$ cat src/rtl/cubemap_bilinear_texture_sampler_core_defines.svh
`ifndef CUBEMAP_BILINEAR_TEXTURE_SAMPLER_CORE_DEFINES_SVH
`define CUBEMAP_BILINEAR_TEXTURE_SAMPLER_CORE_DEFINES_SVH

// Same-cycle implication, checked on i_clk, off during reset.
`define CBS_ASSERT_IMPL(label, ante, cons, msg) \
    label: assert property (@(posedge i_clk) disable iff (!i_rst_n) (ante) |-> (cons)) \
        else $error(msg);

// Implication after a fixed number of cycles.
`define CBS_ASSERT_DLY(label, ante, dly, cons, msg) \
    label: assert property (@(posedge i_clk) disable iff (!i_rst_n) \
        (ante) |-> ##dly (cons)) else $error(msg);

`endif

$ cat src/rtl/cbs_pkg.sv
`timescale 1ns / 1ps
`default_nettype none

package cbs_pkg;

    // uv fixed point: C_UV_FRAC fraction bits, one extra bit holds 1.0
    localparam int C_UV_FRAC = 16;
    localparam int C_UV_W    = C_UV_FRAC + 1;
    localparam logic [C_UV_W-1:0] C_UV_ONE  = C_UV_W'(2 ** C_UV_FRAC);
    localparam logic [C_UV_W-1:0] C_UV_HALF = C_UV_W'(2 ** (C_UV_FRAC - 1));
    localparam int C_RND = 2 ** (C_UV_FRAC - 1);

    // divider: quotient bits resolved per pipeline stage
    localparam int C_DIV_STEPS  = 4;
    localparam int C_DIV_STAGES = (C_UV_W + C_DIV_STEPS - 1) / C_DIV_STEPS;

    // strip v: (p + face * one) / 6 via reciprocal multiply
    localparam int C_VN_W     = C_UV_FRAC + 3;
    localparam int C_RECIP_SH = C_VN_W + 3;
    localparam int C_RECIP_W  = C_RECIP_SH - 2;
    localparam logic [C_RECIP_W-1:0] C_RECIP_6 = C_RECIP_W'((2 ** C_RECIP_SH + 5) / 6);

    // texture dimensions and address math
    localparam int C_DIM_W   = 14;
    localparam int C_COORD_W = C_DIM_W + 1;
    localparam int C_POS_W   = C_UV_W + C_DIM_W;
    localparam int C_LIN_W   = 2 * C_DIM_W + 1;
    localparam logic [C_DIM_W-1:0] C_WIDTH_RESET  = C_DIM_W'(32);
    localparam logic [C_DIM_W-1:0] C_HEIGHT_RESET = C_DIM_W'(192);

    localparam int C_TEXEL_COUNT  = 8192;
    localparam int C_CHANNEL_BITS = 16;

    // face, divider, address, memory, blend
    localparam int C_LATENCY = 1 + C_DIV_STAGES + 4 + 1 + 4;

    typedef enum logic {
        OP_WRITE  = 1'b0,
        OP_SAMPLE = 1'b1
    } t_opcode;

    typedef enum logic [2:0] {
        FACE_POS_X = 3'd0,
        FACE_NEG_X = 3'd1,
        FACE_POS_Y = 3'd2,
        FACE_NEG_Y = 3'd3,
        FACE_POS_Z = 3'd4,
        FACE_NEG_Z = 3'd5
    } t_face;

    typedef enum logic {
        CFG_TEX_WIDTH  = 1'b0,
        CFG_TEX_HEIGHT = 1'b1
    } t_cfg_reg;

    typedef struct packed {
        t_opcode            opcode;
        logic [12:0]        texel_index;
        logic [15:0]        texel_red;
        logic [15:0]        texel_green;
        logic [15:0]        texel_blue;
        logic signed [15:0] dir_x;
        logic signed [15:0] dir_y;
        logic signed [15:0] dir_z;
    } t_cmd;

    typedef struct packed {
        logic [15:0] sample_red;
        logic [15:0] sample_green;
        logic [15:0] sample_blue;
    } t_sample;

    // travels alongside the divider
    typedef struct packed {
        t_opcode     opcode;
        t_face       face;
        logic        zero;
        logic [12:0] texel_index;
        logic [15:0] texel_red;
        logic [15:0] texel_green;
        logic [15:0] texel_blue;
    } t_side;

    // addressing stage to memory stage
    typedef struct packed {
        t_opcode              opcode;
        logic [12:0]          texel_index;
        logic [15:0]          texel_red;
        logic [15:0]          texel_green;
        logic [15:0]          texel_blue;
        logic [C_UV_FRAC-1:0] du;
        logic [C_UV_FRAC-1:0] dv;
    } t_fetch;

endpackage

`default_nettype wire

$ cat src/rtl/cbs_addr.sv
`timescale 1ns / 1ps
`default_nettype none

module cbs_addr
    import cbs_pkg::*;
#(
    parameter int TEXEL_COUNT = C_TEXEL_COUNT,
    localparam int AW = $clog2(TEXEL_COUNT)
) (
    input  wire logic               i_clk,
    input  wire logic               i_rst_n,
    input  wire logic               i_valid,
    input  wire logic [C_UV_W-1:0]  i_quo_u,
    input  wire logic [C_UV_W-1:0]  i_quo_v,
    input  wire t_side              i_side,
    input  wire logic [C_DIM_W-1:0] i_tex_width,
    input  wire logic [C_DIM_W-1:0] i_tex_height,
    output logic                    o_valid,
    output t_fetch                  o_fetch,
    output logic [AW-1:0]           o_addr00,
    output logic [AW-1:0]           o_addr10,
    output logic [AW-1:0]           o_addr01,
    output logic [AW-1:0]           o_addr11
);

    localparam logic [C_LIN_W-1:0] LP_COUNT = C_LIN_W'(TEXEL_COUNT);
    localparam logic [AW-1:0]      LP_LAST  = AW'(TEXEL_COUNT - 1);

    function automatic logic [AW-1:0] f_clamp(input logic [C_LIN_W-1:0] a);
        return (a >= LP_COUNT) ? LP_LAST : a[AW-1:0];
    endfunction

    logic [C_DIM_W-1:0] w_wd;
    logic [C_DIM_W-1:0] w_hd;

    // zero size reads as one
    assign w_wd = (i_tex_width == '0) ? C_DIM_W'(1) : i_tex_width;
    assign w_hd = (i_tex_height == '0) ? C_DIM_W'(1) : i_tex_height;

    // stage 1: pick uv, strip offset, reciprocal multiply
    logic [C_UV_W-1:0]           n_u;
    logic [C_UV_W-1:0]           n_vf;
    logic [C_VN_W-1:0]           n_vn;
    logic                        r_a1_valid;
    logic [C_UV_W-1:0]           r_a1_u;
    logic [C_VN_W+C_RECIP_W-1:0] r_a1_vprod;
    t_side                       r_a1_side;

    always_comb begin
        n_u  = i_side.zero ? C_UV_HALF : i_quo_u;
        n_vf = i_side.zero ? C_UV_HALF : i_quo_v;
        n_vn = C_VN_W'(n_vf) + (C_VN_W'(i_side.face) << C_UV_FRAC);
    end

    always_ff @(posedge i_clk) begin
        if (!i_rst_n) begin
            r_a1_valid <= 1'b0;
        end else begin
            r_a1_valid <= i_valid;
        end
    end

    always_ff @(posedge i_clk) begin
        r_a1_u     <= n_u;
        r_a1_vprod <= (C_VN_W + C_RECIP_W)'(n_vn) * (C_VN_W + C_RECIP_W)'(C_RECIP_6);
        r_a1_side  <= i_side;
    end

    // stage 2: scale to texel space
    logic [C_UV_W-1:0]  n_v;
    logic               r_a2_valid;
    logic [C_POS_W-1:0] r_a2_cpos;
    logic [C_POS_W-1:0] r_a2_rpos;
    t_side              r_a2_side;

    always_comb begin
        n_v = r_a1_vprod[C_RECIP_SH +: C_UV_W];
        if (n_v > C_UV_ONE) begin
            n_v = C_UV_ONE;
        end
    end

    always_ff @(posedge i_clk) begin
        if (!i_rst_n) begin
            r_a2_valid <= 1'b0;
        end else begin
            r_a2_valid <= r_a1_valid;
        end
    end

    always_ff @(posedge i_clk) begin
        r_a2_cpos <= C_POS_W'(r_a1_u) * C_POS_W'(w_wd - C_DIM_W'(1));
        r_a2_rpos <= C_POS_W'(n_v) * C_POS_W'(w_hd - C_DIM_W'(1));
        r_a2_side <= r_a1_side;
    end

    // stage 3: split into neighbors and fractions, row base
    logic [C_COORD_W-1:0] n_c0;
    logic [C_COORD_W-1:0] n_r0;
    logic [C_UV_FRAC-1:0] n_du;
    logic [C_UV_FRAC-1:0] n_dv;
    logic                 r_a3_valid;
    logic [C_LIN_W-1:0]   r_a3_r0w;
    logic [C_COORD_W-1:0] r_a3_c0;
    logic [C_COORD_W-1:0] r_a3_c1;
    logic [C_UV_FRAC-1:0] r_a3_du;
    logic [C_UV_FRAC-1:0] r_a3_dv;
    t_side                r_a3_side;

    always_comb begin
        n_c0 = r_a2_cpos[C_POS_W-1:C_UV_FRAC];
        n_r0 = r_a2_rpos[C_POS_W-1:C_UV_FRAC];
        n_du = r_a2_cpos[C_UV_FRAC-1:0];
        n_dv = r_a2_rpos[C_UV_FRAC-1:0];
    end

    always_ff @(posedge i_clk) begin
        if (!i_rst_n) begin
            r_a3_valid <= 1'b0;
        end else begin
            r_a3_valid <= r_a2_valid;
        end
    end

    always_ff @(posedge i_clk) begin
        r_a3_r0w  <= C_LIN_W'(n_r0) * C_LIN_W'(w_wd);
        r_a3_c0   <= n_c0;
        r_a3_c1   <= n_c0 + C_COORD_W'(n_du != '0);
        r_a3_du   <= n_du;
        r_a3_dv   <= n_dv;
        r_a3_side <= r_a2_side;
    end

    // stage 4: four linear addresses, clamped
    logic [C_LIN_W-1:0] n_r1w;
    logic               r_valid;
    t_fetch             r_fetch;
    logic [AW-1:0]      r_addr00;
    logic [AW-1:0]      r_addr10;
    logic [AW-1:0]      r_addr01;
    logic [AW-1:0]      r_addr11;

    assign n_r1w = r_a3_r0w + ((r_a3_dv != '0) ? C_LIN_W'(w_wd) : '0);

    always_ff @(posedge i_clk) begin
        if (!i_rst_n) begin
            r_valid <= 1'b0;
        end else begin
            r_valid <= r_a3_valid;
        end
    end

    always_ff @(posedge i_clk) begin
        r_addr00            <= f_clamp(r_a3_r0w + C_LIN_W'(r_a3_c0));
        r_addr10            <= f_clamp(r_a3_r0w + C_LIN_W'(r_a3_c1));
        r_addr01            <= f_clamp(n_r1w + C_LIN_W'(r_a3_c0));
        r_addr11            <= f_clamp(n_r1w + C_LIN_W'(r_a3_c1));
        r_fetch.opcode      <= r_a3_side.opcode;
        r_fetch.texel_index <= r_a3_side.texel_index;
        r_fetch.texel_red   <= r_a3_side.texel_red;
        r_fetch.texel_green <= r_a3_side.texel_green;
        r_fetch.texel_blue  <= r_a3_side.texel_blue;
        r_fetch.du          <= r_a3_du;
        r_fetch.dv          <= r_a3_dv;
    end

    assign o_valid  = r_valid;
    assign o_fetch  = r_fetch;
    assign o_addr00 = r_addr00;
    assign o_addr10 = r_addr10;
    assign o_addr01 = r_addr01;
    assign o_addr11 = r_addr11;

endmodule

`default_nettype wire

$ cat config.mk
export PLATFORM = sky130hd
export DESIGN_NAME = cbs_addr
export DESIGN_NICKNAME = d
export VERILOG_FILES = /design/src/rtl/cubemap_bilinear_texture_sampler_core_defines.svh /design/src/rtl/cbs_pkg.sv /design/src/rtl/cbs_addr.sv
export SDC_FILE = /design/constraint.sdc
export NUM_CORES = 2
export LEC_CHECK = 0
export ABC_CLOCK_PERIOD_IN_PS = 15250
export BUFFER_PORTS_ARGS = -buffer_cell sky130_fd_sc_hd__buf_2
export CORE_UTILIZATION = 55
export CTS_CLUSTER_DIAMETER = 30
export DETAILED_ROUTE_END_ITERATION = 8
export GPL_TIMING_DRIVEN = 0
export PLACE_DENSITY_LB_ADDON = 0.12
export SYNTH_ARGS = -nofsm -noshare
export SYNTH_HDL_FRONTEND = slang
export SYNTH_SLANG_ARGS = --single-unit
$ cat constraint.sdc
create_clock -name i_clk -period 15.25 [get_ports i_clk]
set_input_delay 3.8125 -clock i_clk [delete_from_list [all_inputs] [get_ports i_clk]]
set_output_delay 3.8125 -clock i_clk [all_outputs]
set_load 0.02 [all_outputs]
==> flow_metrics.env <==
export IMPL_hold_viol=0
export IMPL_start_util=0.554
export IMPL_grt_max_degree=17
export IMPL_io_buffers=271
export IMPL_setup_tns_ps=0
export IMPL_min_path_type="flop to flop"
export IMPL_dp_hpwl_mm=91.6
export IMPL_antenna_left=0
export IMPL_synth_edf_count=0
export IMPL_cts_max_level=3
export IMPL_area_growth_pct=12.5
export IMPL_post_synth_inst_count=4755
export IMPL_finalSetupViolations=0
export IMPL_io_pin_count=278
export IMPL_ys_ff_latch=523
export IMPL_synth_avg_cell_area_um2=9.56
export IMPL_cts_tree="built"
export IMPL_final_nets=6408
export IMPL_path_clk_slew_ps=50
export IMPL_clock_sinks=523
export IMPL_row_count=105
export IMPL_grt_pass1_vias=33332
export IMPL_ys_async_sr_fraction=0
export IMPL_netlist_area_um2=45400
export IMPL_cts_root_buf="clkbuf_16"
export IMPL_crit_path_start_kind="input port"
export IMPL_period_minus_slack_ps=14660
export IMPL_layout_common_cells="831 x inv_1, 649 x fa_1, 615 x nand2_1"
export IMPL_wirelength_mm=111
export IMPL_die_w_um=289
export IMPL_cts_buffers=87
export IMPL_end_kind="flop"
export IMPL_ys_warnings_count=0
export IMPL_grt_pass1_wl_mm=176
export IMPL_vias_per_cell=5.29
export IMPL_crit_path_top_delay_cell="o41ai_1"
export IMPL_num_vias=33082
export IMPL_cts_repair_resized=0
export IMPL_synth_ff_type="dfxtp_1"
export IMPL_core_area_um2=82000
export IMPL_gr_total_overflow=0
export IMPL_rsz0062_at_grt="no"
export IMPL_final_common_cell="inv_1"
export IMPL_worstPathRequired_ps=15720
export IMPL_fmax_mhz=68.2
export IMPL_critPathMaxFanout=10
export IMPL_worst_pin_slew_ps=1350
export IMPL_die_h_um=289
export IMPL_crit_top_cell="fa_1"
export IMPL_max_stage_delay_ps=930
export IMPL_wl_per_cell_um=17.7
export IMPL_layout_drive_gt1_share=0.0932
export IMPL_drv_cap=0
export IMPL_skew_ps=75.2
export IMPL_arrival_ps=15130
export IMPL_drc_errors=0
export IMPL_postCtsSetupBuffers=0
export IMPL_holdBufCountCts=0
export IMPL_min_period_over_period=0.961
export IMPL_status="finished, final reports clean"
export IMPL_first_pass_iters=5
export IMPL_place_congestion=1.00
export IMPL_critical_path_class="input port to flop"
export IMPL_fillers=7050
export IMPL_ys_seq_area_frac=0.230
export IMPL_max_slew_margin=0.0892
export IMPL_cts_max_path_buffers=3
export IMPL_syn_num_nets=6048
export IMPL_antenna_found_initial=9
export IMPL_drv_slew=0
export IMPL_clk_latency_ps=660
export IMPL_ys_types=86
export IMPL_die_area_um2=83800
export IMPL_drtIter0Drc=2098
export IMPL_track_usage=0.269
## per-stage QoR
stage | instances | hold slack [ps] | utilization | setup WS, ps | area [um^2]
2_1_floorplan | 4755 | 310 | - | 2650 | 45400
4_1_cts | 6254 | 319 | 0.623 | 673 | 51100
5_1_grt | 6257 | 320 | 0.624 | 59.9 | 51100
3_3_place_gp | 6096 | 310 | 0.587 | 153 | 48100
6_report | 6258 | 317 | 0.624 | 588 | 51100
3_5_place_dp | 6096 | 312 | 0.587 | 70.7 | 48100
## metal layers
metal / vias to the layer above / global-route usage / share of wire / wire [um]
met1: 16050 / 0.359 / 0.43 / 47900
met3: 207 / 0.0461 / 0.068 / 7480
met5: - / 0 / 0.00073 / 81
li1: 15742 / - / - / -
met4: 12 / 0.0767 / 0.026 / 2860
met2: 1071 / 0.451 / 0.47 / 52300
## worst max-delay path, delay by kind of cell
kind / cells / cell delay, ps
adder cells (fa/ha/maj): 8 / 3560
AO/OA/AOI/OAI: 8 / 3200
AND/OR/NAND/NOR: 9 / 2000
buffers and inverters: 6 / 1520
XOR/XNOR: 2 / 1030
## state kept, by name, indices dropped and copies added (netlist names), 17 cells and up
register	cells
o_fetch	94
r_a2_rpos	31
r_a3_side	62
r_a2_side	62
r_a1_side	62
r_a1_u	17
r_a3_r0w	29
r_a1_vprod	17
r_a2_cpos	31
## cell usage after synthesis (9+ instances only)
cell / count / area (um^2)
a211o_1: 11 / 96.3
a211oi_1: 24 / 180
a21o_1: 51 / 383
a21oi_1: 117 / 586
a31oi_1: 18 / 113
and2_1: 163 / 1020
and3_1: 24 / 150
and4_1: 10 / 87.6
buf_1: 10 / 37.5
clkbuf_1: 119 / 447
dfxtp_1: 523 / 10500
fa_1: 649 / 13000
ha_1: 513 / 6420
inv_1: 831 / 3120
nand2_1: 615 / 2310
nand2b_1: 48 / 300
nand3_1: 58 / 290
nand3_2: 9 / 90.1
nand4_1: 22 / 138
nor2_1: 215 / 807
nor2b_1: 79 / 494
nor3_1: 55 / 275
nor4_1: 22 / 138
o211ai_1: 13 / 97.6
o21a_1: 34 / 255
o21ai_0: 89 / 445
o21bai_1: 17 / 128
o31ai_1: 17 / 128
or2_2: 20 / 125
or3_1: 16 / 100
xnor2_1: 138 / 1210
xor2_1: 73 / 639
## logic make-up (layout without fill, tap and decap cells)
| kind of cell | count (synthesis) | in the layout | synth area share |
|---|---|---|---|
| AND/OR/NAND/NOR | 1387 | 1387 | 0.145 |
| adder cells (fa/ha/maj) | 1162 | 1162 | 0.427 |
| buffers and inverters | 976 | 1405 | 0.0814 |
| flip-flops | 523 | 523 | 0.230 |
| AO/OA/AOI/OAI | 486 | 486 | 0.0732 |
| XOR/XNOR | 211 | 211 | 0.0407 |
| multiplexers | 10 | 10 | 0.00226 |
| other | 0 | 4 | 0 |
## path summary, 6_finish.rpt
kind	from	endpoint	slack (ps)	cells past startpoint
min	r_a2_rpos[2]	r_a3_dv[2]	320	0
max reg2reg	r_a1_vprod[22]	r_a2_rpos[30]	6210	27
min reg2reg	r_a2_rpos[2]	r_a3_dv[2]	320	0
max	i_tex_height[3]	r_a2_rpos[30]	590	33
## layout make-up
class                      instances  area (um^2)  share of cell area
multi-input combinational       3256        31300               0.612
sequential                       523        10500               0.205
inverter                         834         3130              0.0612
clock buffer                     104         2330              0.0456
timing repair buffer             271         1360              0.0265
tap                             1070         1340              0.0262
clock inverter                    54          643              0.0126
buffer                           142          569              0.0111
antenna                            4         10.0            0.000196
Power is not shown: default switching activity piles up to over one toggle a cycle in this logic, so the estimate is an artifact.
