==> src/rtl/cubemap_bilinear_texture_sampler_core_defines.svh <==
`ifndef CUBEMAP_BILINEAR_TEXTURE_SAMPLER_CORE_DEFINES_SVH
`define CUBEMAP_BILINEAR_TEXTURE_SAMPLER_CORE_DEFINES_SVH

// Same-cycle implication, checked on i_clk, off during reset.
`define CBS_ASSERT_IMPL(label, ante, cons, msg) \
    label: assert property (@(posedge i_clk) disable iff (!i_rst_n) (ante) |-> (cons)) \
        else $error(msg);

// Implication after a fixed number of cycles.
`define CBS_ASSERT_DLY(label, ante, dly, cons, msg) \
    label: assert property (@(posedge i_clk) disable iff (!i_rst_n) \
        (ante) |-> ##dly (cons)) else $error(msg);

`endif

==> src/rtl/cbs_pkg.sv <==
`timescale 1ns / 1ps
`default_nettype none

package cbs_pkg;

    // uv fixed point: C_UV_FRAC fraction bits, one extra bit holds 1.0
    localparam int C_UV_FRAC = 16;
    localparam int C_UV_W    = C_UV_FRAC + 1;
    localparam logic [C_UV_W-1:0] C_UV_ONE  = C_UV_W'(2 ** C_UV_FRAC);
    localparam logic [C_UV_W-1:0] C_UV_HALF = C_UV_W'(2 ** (C_UV_FRAC - 1));
    localparam int C_RND = 2 ** (C_UV_FRAC - 1);

    // divider: quotient bits resolved per pipeline stage
    localparam int C_DIV_STEPS  = 4;
    localparam int C_DIV_STAGES = (C_UV_W + C_DIV_STEPS - 1) / C_DIV_STEPS;

    // strip v: (p + face * one) / 6 via reciprocal multiply
    localparam int C_VN_W     = C_UV_FRAC + 3;
    localparam int C_RECIP_SH = C_VN_W + 3;
    localparam int C_RECIP_W  = C_RECIP_SH - 2;
    localparam logic [C_RECIP_W-1:0] C_RECIP_6 = C_RECIP_W'((2 ** C_RECIP_SH + 5) / 6);

    // texture dimensions and address math
    localparam int C_DIM_W   = 14;
    localparam int C_COORD_W = C_DIM_W + 1;
    localparam int C_POS_W   = C_UV_W + C_DIM_W;
    localparam int C_LIN_W   = 2 * C_DIM_W + 1;
    localparam logic [C_DIM_W-1:0] C_WIDTH_RESET  = C_DIM_W'(32);
    localparam logic [C_DIM_W-1:0] C_HEIGHT_RESET = C_DIM_W'(192);

    localparam int C_TEXEL_COUNT  = 8192;
    localparam int C_CHANNEL_BITS = 16;

    // face, divider, address, memory, blend
    localparam int C_LATENCY = 1 + C_DIV_STAGES + 4 + 1 + 4;

    typedef enum logic {
        OP_WRITE  = 1'b0,
        OP_SAMPLE = 1'b1
    } t_opcode;

    typedef enum logic [2:0] {
        FACE_POS_X = 3'd0,
        FACE_NEG_X = 3'd1,
        FACE_POS_Y = 3'd2,
        FACE_NEG_Y = 3'd3,
        FACE_POS_Z = 3'd4,
        FACE_NEG_Z = 3'd5
    } t_face;

    typedef enum logic {
        CFG_TEX_WIDTH  = 1'b0,
        CFG_TEX_HEIGHT = 1'b1
    } t_cfg_reg;

    typedef struct packed {
        t_opcode            opcode;
        logic [12:0]        texel_index;
        logic [15:0]        texel_red;
        logic [15:0]        texel_green;
        logic [15:0]        texel_blue;
        logic signed [15:0] dir_x;
        logic signed [15:0] dir_y;
        logic signed [15:0] dir_z;
    } t_cmd;

    typedef struct packed {
        logic [15:0] sample_red;
        logic [15:0] sample_green;
        logic [15:0] sample_blue;
    } t_sample;

    // travels alongside the divider
    typedef struct packed {
        t_opcode     opcode;
        t_face       face;
        logic        zero;
        logic [12:0] texel_index;
        logic [15:0] texel_red;
        logic [15:0] texel_green;
        logic [15:0] texel_blue;
    } t_side;

    // addressing stage to memory stage
    typedef struct packed {
        t_opcode              opcode;
        logic [12:0]          texel_index;
        logic [15:0]          texel_red;
        logic [15:0]          texel_green;
        logic [15:0]          texel_blue;
        logic [C_UV_FRAC-1:0] du;
        logic [C_UV_FRAC-1:0] dv;
    } t_fetch;

endpackage

`default_nettype wire

==> src/rtl/cbs_div.sv <==
`timescale 1ns / 1ps
`default_nettype none
`include "cubemap_bilinear_texture_sampler_core_defines.svh"

module cbs_div
    import cbs_pkg::*;
(
    input  wire logic              i_clk,
    input  wire logic              i_rst_n,
    input  wire logic              i_valid,
    input  wire logic [C_UV_W-1:0] i_num_a,
    input  wire logic [C_UV_W-1:0] i_num_b,
    input  wire logic [C_UV_W-1:0] i_den,
    input  wire t_side             i_side,
    output logic                   o_valid,
    output logic [C_UV_W-1:0]      o_quo_a,
    output logic [C_UV_W-1:0]      o_quo_b,
    output t_side                  o_side
);

    // restoring division, num <= den so the quotient fits C_UV_W bits;
    // first step has no shift (integer bit), the rest produce fraction bits
    function automatic logic [2*C_UV_W-1:0] f_steps(
        input logic [C_UV_W-1:0] rem_in,
        input logic [C_UV_W-1:0] quo_in,
        input logic [C_UV_W-1:0] den,
        input int                base
    );
        logic [C_UV_W-1:0] rem;
        logic [C_UV_W-1:0] quo;
        logic [C_UV_W:0]   sh;
        rem = rem_in;
        quo = quo_in;
        for (int k = 0; k < C_DIV_STEPS; k++) begin
            if (base + k < C_UV_W) begin
                sh = (base + k == 0) ? {1'b0, rem} : {rem, 1'b0};
                if (sh >= {1'b0, den}) begin
                    rem = C_UV_W'(sh - {1'b0, den});
                    quo = {quo[C_UV_W-2:0], 1'b1};
                end else begin
                    rem = sh[C_UV_W-1:0];
                    quo = {quo[C_UV_W-2:0], 1'b0};
                end
            end
        end
        return {quo, rem};
    endfunction

    logic              r_valid [C_DIV_STAGES];
    logic [C_UV_W-1:0] r_rem_a [C_DIV_STAGES];
    logic [C_UV_W-1:0] r_rem_b [C_DIV_STAGES];
    logic [C_UV_W-1:0] r_quo_a [C_DIV_STAGES];
    logic [C_UV_W-1:0] r_quo_b [C_DIV_STAGES];
    logic [C_UV_W-1:0] r_den   [C_DIV_STAGES];
    t_side             r_side  [C_DIV_STAGES];

    for (genvar s = 0; s < C_DIV_STAGES; s++) begin : g_stage
        logic              valid_in;
        logic [C_UV_W-1:0] rem_a_in;
        logic [C_UV_W-1:0] rem_b_in;
        logic [C_UV_W-1:0] quo_a_in;
        logic [C_UV_W-1:0] quo_b_in;
        logic [C_UV_W-1:0] den_in;
        t_side             side_in;
        logic [C_UV_W-1:0] n_rem_a;
        logic [C_UV_W-1:0] n_rem_b;
        logic [C_UV_W-1:0] n_quo_a;
        logic [C_UV_W-1:0] n_quo_b;

        if (s == 0) begin : g_head
            assign valid_in = i_valid;
            assign rem_a_in = i_num_a;
            assign rem_b_in = i_num_b;
            assign quo_a_in = '0;
            assign quo_b_in = '0;
            assign den_in   = i_den;
            assign side_in  = i_side;
        end else begin : g_link
            assign valid_in = r_valid[s-1];
            assign rem_a_in = r_rem_a[s-1];
            assign rem_b_in = r_rem_b[s-1];
            assign quo_a_in = r_quo_a[s-1];
            assign quo_b_in = r_quo_b[s-1];
            assign den_in   = r_den[s-1];
            assign side_in  = r_side[s-1];
        end

        always_comb begin
            {n_quo_a, n_rem_a} = f_steps(rem_a_in, quo_a_in, den_in, s * C_DIV_STEPS);
            {n_quo_b, n_rem_b} = f_steps(rem_b_in, quo_b_in, den_in, s * C_DIV_STEPS);
        end

        always_ff @(posedge i_clk) begin
            if (!i_rst_n) begin
                r_valid[s] <= 1'b0;
            end else begin
                r_valid[s] <= valid_in;
            end
        end

        always_ff @(posedge i_clk) begin
            r_rem_a[s] <= n_rem_a;
            r_rem_b[s] <= n_rem_b;
            r_quo_a[s] <= n_quo_a;
            r_quo_b[s] <= n_quo_b;
            r_den[s]   <= den_in;
            r_side[s]  <= side_in;
        end
    end

    assign o_valid = r_valid[C_DIV_STAGES-1];
    assign o_quo_a = r_quo_a[C_DIV_STAGES-1];
    assign o_quo_b = r_quo_b[C_DIV_STAGES-1];
    assign o_side  = r_side[C_DIV_STAGES-1];

    `CBS_ASSERT_IMPL(a_quo_range, o_valid && !o_side.zero, (o_quo_a <= C_UV_ONE) && (o_quo_b <= C_UV_ONE), "face coordinate above 1.0")

endmodule

`default_nettype wire

==> config.mk <==
export PLATFORM = sky130hd
export DESIGN_NAME = cbs_div
export DESIGN_NICKNAME = d
export VERILOG_FILES = /design/src/rtl/cbs_pkg.sv /design/src/rtl/cbs_div.sv
export VERILOG_INCLUDE_DIRS = /design/src /design/src/rtl
export SDC_FILE = /design/constraint.sdc
export NUM_CORES = 2
export LEC_CHECK = 0
export ABC_AREA = 1
export BUFFER_PORTS_ARGS = -buffer_cell sky130_fd_sc_hd__buf_2
export CAP_MARGIN = 0
export CELL_PAD_IN_SITES_DETAIL_PLACEMENT = 2
export CELL_PAD_IN_SITES_GLOBAL_PLACEMENT = 2
export CORE_MARGIN = 1.5
export CORE_UTILIZATION = 33
export CTS_CLUSTER_SIZE = 30
export DETAILED_ROUTE_END_ITERATION = 7
export PLACE_DENSITY_LB_ADDON = 0.1
export SYNTH_ARGS = -nofsm -noshare
export SYNTH_HDL_FRONTEND = slang
export SYNTH_SLANG_ARGS = --single-unit
==> constraint.sdc <==
create_clock -name i_clk -period 7.25 [get_ports i_clk]
set_input_delay 0 -clock i_clk [delete_from_list [all_inputs] [get_ports i_clk]]
set_output_delay 0 -clock i_clk [all_outputs]
set_load 0.01 [all_outputs]
==> impl_results.md, run 1 <==
* Synth cell count leaders: nand2_1 (2,082), inv_1 (656), dfxtp_1 (653), ha_1 (554), a21oi_1 (507)
* Die span in y at 377 um
* Post-synthesis register bit count at 653
* Top area cells in the synthesized netlist: dfxtp_1 (28%), nand2_1 (17%), ha_1 (15%)
* Post-Syn Area per Cell at 7.03 um2
* DPL Wire Length at 182,000 um
* Number of synthesized flops with an enable pin at 0
* IO Count at 221
* CTS Hold Bufs at 168
* PostCTS Resize Cnt at 1,348
* Yosys cell types at 60
* # clock sinks at 653
* # rows at 137
* Asr flop ratio synth at 0%
* Initial Utilization at 33.2%
* Max Root-Sink Buffers at 3
* Primary FF master, synth: dfxtp_1
* Outcome: aborted with a tool error
* Most frequent cell after synthesis: nand2_1
* Syn_nets at 7,252
* Top cell type's share of synthesized area at 28.3%
* Cell Area, Synth at 0.0462 mm2
* Err: [ERROR DPL-0033] detailed placement checks failed during check placement.
* Seq/Total Area, Yosys at 28.3%
* Synth warn at 0
* Fail Step: clock tree synthesis
* Port Buffers at 220
* CTS Root Cell: clkbuf_16
* Cells after synthesis at 6,568
* Die width at 377 um
* Cts bufs inserted at 78
* GP Congestion at 0.907
* H-Tree Depth at 3
* Postcts setup bufs at 305
* Biggest area consumer among synthesized cells: dfxtp_1
[per-stage QoR]
stage / area, um2 / setup WS [ps] / cells / setup TNS, ps
floorplan: 46200 / 59.5 / 6568 / 0
global placement: 60300 / -1220 / 10011 / -37090
detailed placement: 60300 / -1580 / 10011 / -103540
[logic make-up after synthesis]
family,share of synthesized area [%]
AND/OR/NAND/NOR,27.8
XOR/XNOR,8.28
adder cells (fa/ha/maj),15.4
flip-flops,28.3
buffers and inverters,7.08
AO/OA/AOI/OAI,13.1
==> inputs of run 2 (changes only) <==
--- a/config.mk
+++ b/config.mk
@@ -9,13 +9,10 @@
 export ABC_AREA = 1
 export BUFFER_PORTS_ARGS = -buffer_cell sky130_fd_sc_hd__buf_2
 export CAP_MARGIN = 0
-export CELL_PAD_IN_SITES_DETAIL_PLACEMENT = 2
-export CELL_PAD_IN_SITES_GLOBAL_PLACEMENT = 2
 export CORE_MARGIN = 1.5
-export CORE_UTILIZATION = 33
-export CTS_CLUSTER_SIZE = 30
+export CORE_UTILIZATION = 40
 export DETAILED_ROUTE_END_ITERATION = 7
-export PLACE_DENSITY_LB_ADDON = 0.1
+export PLACE_DENSITY_LB_ADDON = 0.15
 export SYNTH_ARGS = -nofsm -noshare
 export SYNTH_HDL_FRONTEND = slang
 export SYNTH_SLANG_ARGS = --single-unit
==> constraint.sdc (replaced) <==
create_clock -name i_clk -period 9.43 [get_ports i_clk]
set_input_delay 0 -clock i_clk [delete_from_list [all_inputs] [get_ports i_clk]]
set_output_delay 0 -clock i_clk [all_outputs]
set_load 0.01 [all_outputs]
==> impl_results.md, run 2 <==
* # clock sinks at 653 (unchanged)
* Die span in y at 343 um (was 377 um)
* Count of non-filler cells in the finished layout at 8,594
* MaxCap Viol Count at 0
* Primary FF master, synth: dfxtp_1 (unchanged)
* Worst Path Arrival at 9260 ps
* DPL Wire Length at 113,000 um (was 182,000 um)
* Count of final hold-check violations at 0
* Die area at 0.118 mm2
* Grt met2 use at 40.7%
* Synth warn at 0 (unchanged)
* Core Box Area at 0.115 mm2
* Max Root-Sink Buffers at 3 (unchanged)
* Initial Utilization at 40.3% (was 33.2%)
* Commonest non-fill, non-tap cell in the layout: nand2_1
* Number of synthesized flops with an enable pin at 0 (unchanged)
* CP max stage cell: ha_1
* WP data required at 10,020 ps
* Post-placement cell area at 0.0491 mm2 (was 0.0603 mm2)
* Final setup viols at 0
* Largest net degree at the start of global routing at 32
* Seq/Total Area, Yosys at 28.3% (unchanged)
* Most frequent cell after synthesis: nand2_1 (unchanged)
* Max_slew headroom at 51.5%
* WL per Instance at 16.5 um
* Syn_nets at 7,252 (unchanged)
* Inst Count DP at 8,286 (was 10,011)
* Clock latency on the worst-skew pair at 680 ps
* GR Util met1 at 31.0%
* Outcome: complete, but fails checks (was aborted with a tool error)
* CTS Root Cell: clkbuf_16 (unchanged)
* Antenna Nets Post-Route at 0
* Top cell type's share of synthesized area at 28.3% (unchanged)
* 1st-iter DRT viols at 2,753
* Asr flop ratio synth at 0% (unchanged)
* Max reg flops at 330
* Slew Limit Fails at 0
* M3 GR Usage at 2.38%
* Cts bufs inserted at 74 (was 78)
* Layout cells sized above 1 at 9.20%
* Final wirelength at 142,000 um
* Port Buffers at 220 (unchanged)
* Cell Area, Synth at 0.0462 mm2 (unchanged)
* Failing checks: DRC
* Critical Path Source Type: register
* Total gr overflow at 0
* Fin Setup TNS at 0 ps
* Setup Skew at 53.7 ps
* Avg Vias per Cell at 4.99
* # rows at 124 (was 137)
* H-Tree Depth at 3 (unchanged)
* Hold WC Path Type: in -> reg
* Top cell by count, worst path: nand2_1
* IO Count at 221 (unchanged)
* Reg clk slew, reported paths at 60 ps
* Nets@finish at 7,700
* Fmax at 115 MHz
* Global routing's busiest layer: met2
* DRC at 24
* Worst Path Max Fanout at 18
* Post-synthesis register bit count at 653 (unchanged)
* Post-Syn Area per Cell at 7.03 um2 (unchanged)
* Vias in the first global route at 40,798
* CP max stage delay at 440 ps
* GP Congestion at 0.949 (was 0.907)
* DR vias at 42,870
* Gr usage total at 23.6%
* Fill count at 11,668
* Minimum clock period at 8670 ps
* Drt pass-1 iters at 8
* Syn-to-layout area delta at 16.1%
* Initial antenna violation count at 16
* Cells after synthesis at 6,568 (unchanged)
* CTS tree: built
* Slew @ Worst Pin at 723 ps
* First-pass GRT wire length at 220,000 um
* Synth cell count leaders: nand2_1 (2,082), inv_1 (656), dfxtp_1 (653), ha_1 (554), a21oi_1 (507) (unchanged)
* Most frequent cells in the layout: nand2_1 (2,082), inv_1 (652), dfxtp_1 (649)
* Yosys cell types at 60 (unchanged)
* Crit. End Element: register
* Most flops, register: r_side
* Top area cells in the synthesized netlist: dfxtp_1 (28%), nand2_1 (17%), ha_1 (15%) (unchanged)
* Die width at 343 um (was 377 um)
* Final Cycle Share at 92.0%
* Critical path class: reg -> reg
* Biggest area consumer among synthesized cells: dfxtp_1 (unchanged)
* Finished Cell Area at 0.0536 mm2
run 2: cell counts after synthesis:
No cell type changed its count.
run 2: routing by layer:
layer,vias up,part of all wire [%]
li1,22421,-
met1,19315,46
met2,944,47
met3,188,4.7
met4,2,2.7
met5,-,0.013
run 2: worst paths after layout:
path              slack (ps)        endpoint  cells past startpoint            from
hold / removal            30  r_rem_b[0][12]                      9      i_num_b[9]
hold reg to reg          310  r_quo_a[0][56]                      0  r_quo_a[0][35]
setup reg to reg         760  r_rem_b[0][19]                     45     r_den[0][6]
setup / recovery         760  r_rem_b[0][19]                     45     r_den[0][6]
run 2: what timing repair did:
action	CTS	global route
hold buffers	157	0
setup endpoints to repair	0	60
gates resized for setup	0	43
hold endpoints to repair	98	0
setup buffers	0	7
run 2: cell families (layout without fill, tap and decap cells):
logic type	after synthesis	in the layout	share of synthesized area, %
simple gates	3049	3051	27.8
compound gates	1088	1088	13.1
buf+inv	777	1282	7.08
flops	653	653	28.3
fa+ha+maj	564	564	15.4
xor+xnor	437	437	8.28
other cells	0	7	0
run 2: through the flow:
stage               hold WS [ps]  worst slack [ps]  utilization [%]
CTS                        0.667               196             46.6
detailed placement           104               256             42.9
finish                      32.6               756             46.8
global placement             102               301             42.9
floorplan                   27.7              2240                -
global route                7.41             -15.9             46.8
run 2: final cells by class:
class | instances | area [um2] | share of cell area (%)
clock inverters | 41 | 726 | 1.35
multi-input cells | 5140 | 30000 | 55.9
clock buffers | 94 | 2010 | 3.74
well taps | 1512 | 1890 | 3.53
flip-flops and latches | 653 | 13100 | 24.4
repair buffers | 464 | 3350 | 6.25
inverters | 683 | 2590 | 4.84
diodes | 7 | 17.5 | 0.0327
run 2: critical path, delay by kind of cell, from the launching register on:
family	cells	cell delay, ps
compound gates	15	3120
buf+inv	6	880
fa+ha+maj	4	1470
simple gates	20	2720
flops	1	370
Power of run 2 is not shown: default switching activity piles up to over one toggle a cycle in this logic, so the estimate is an artifact.
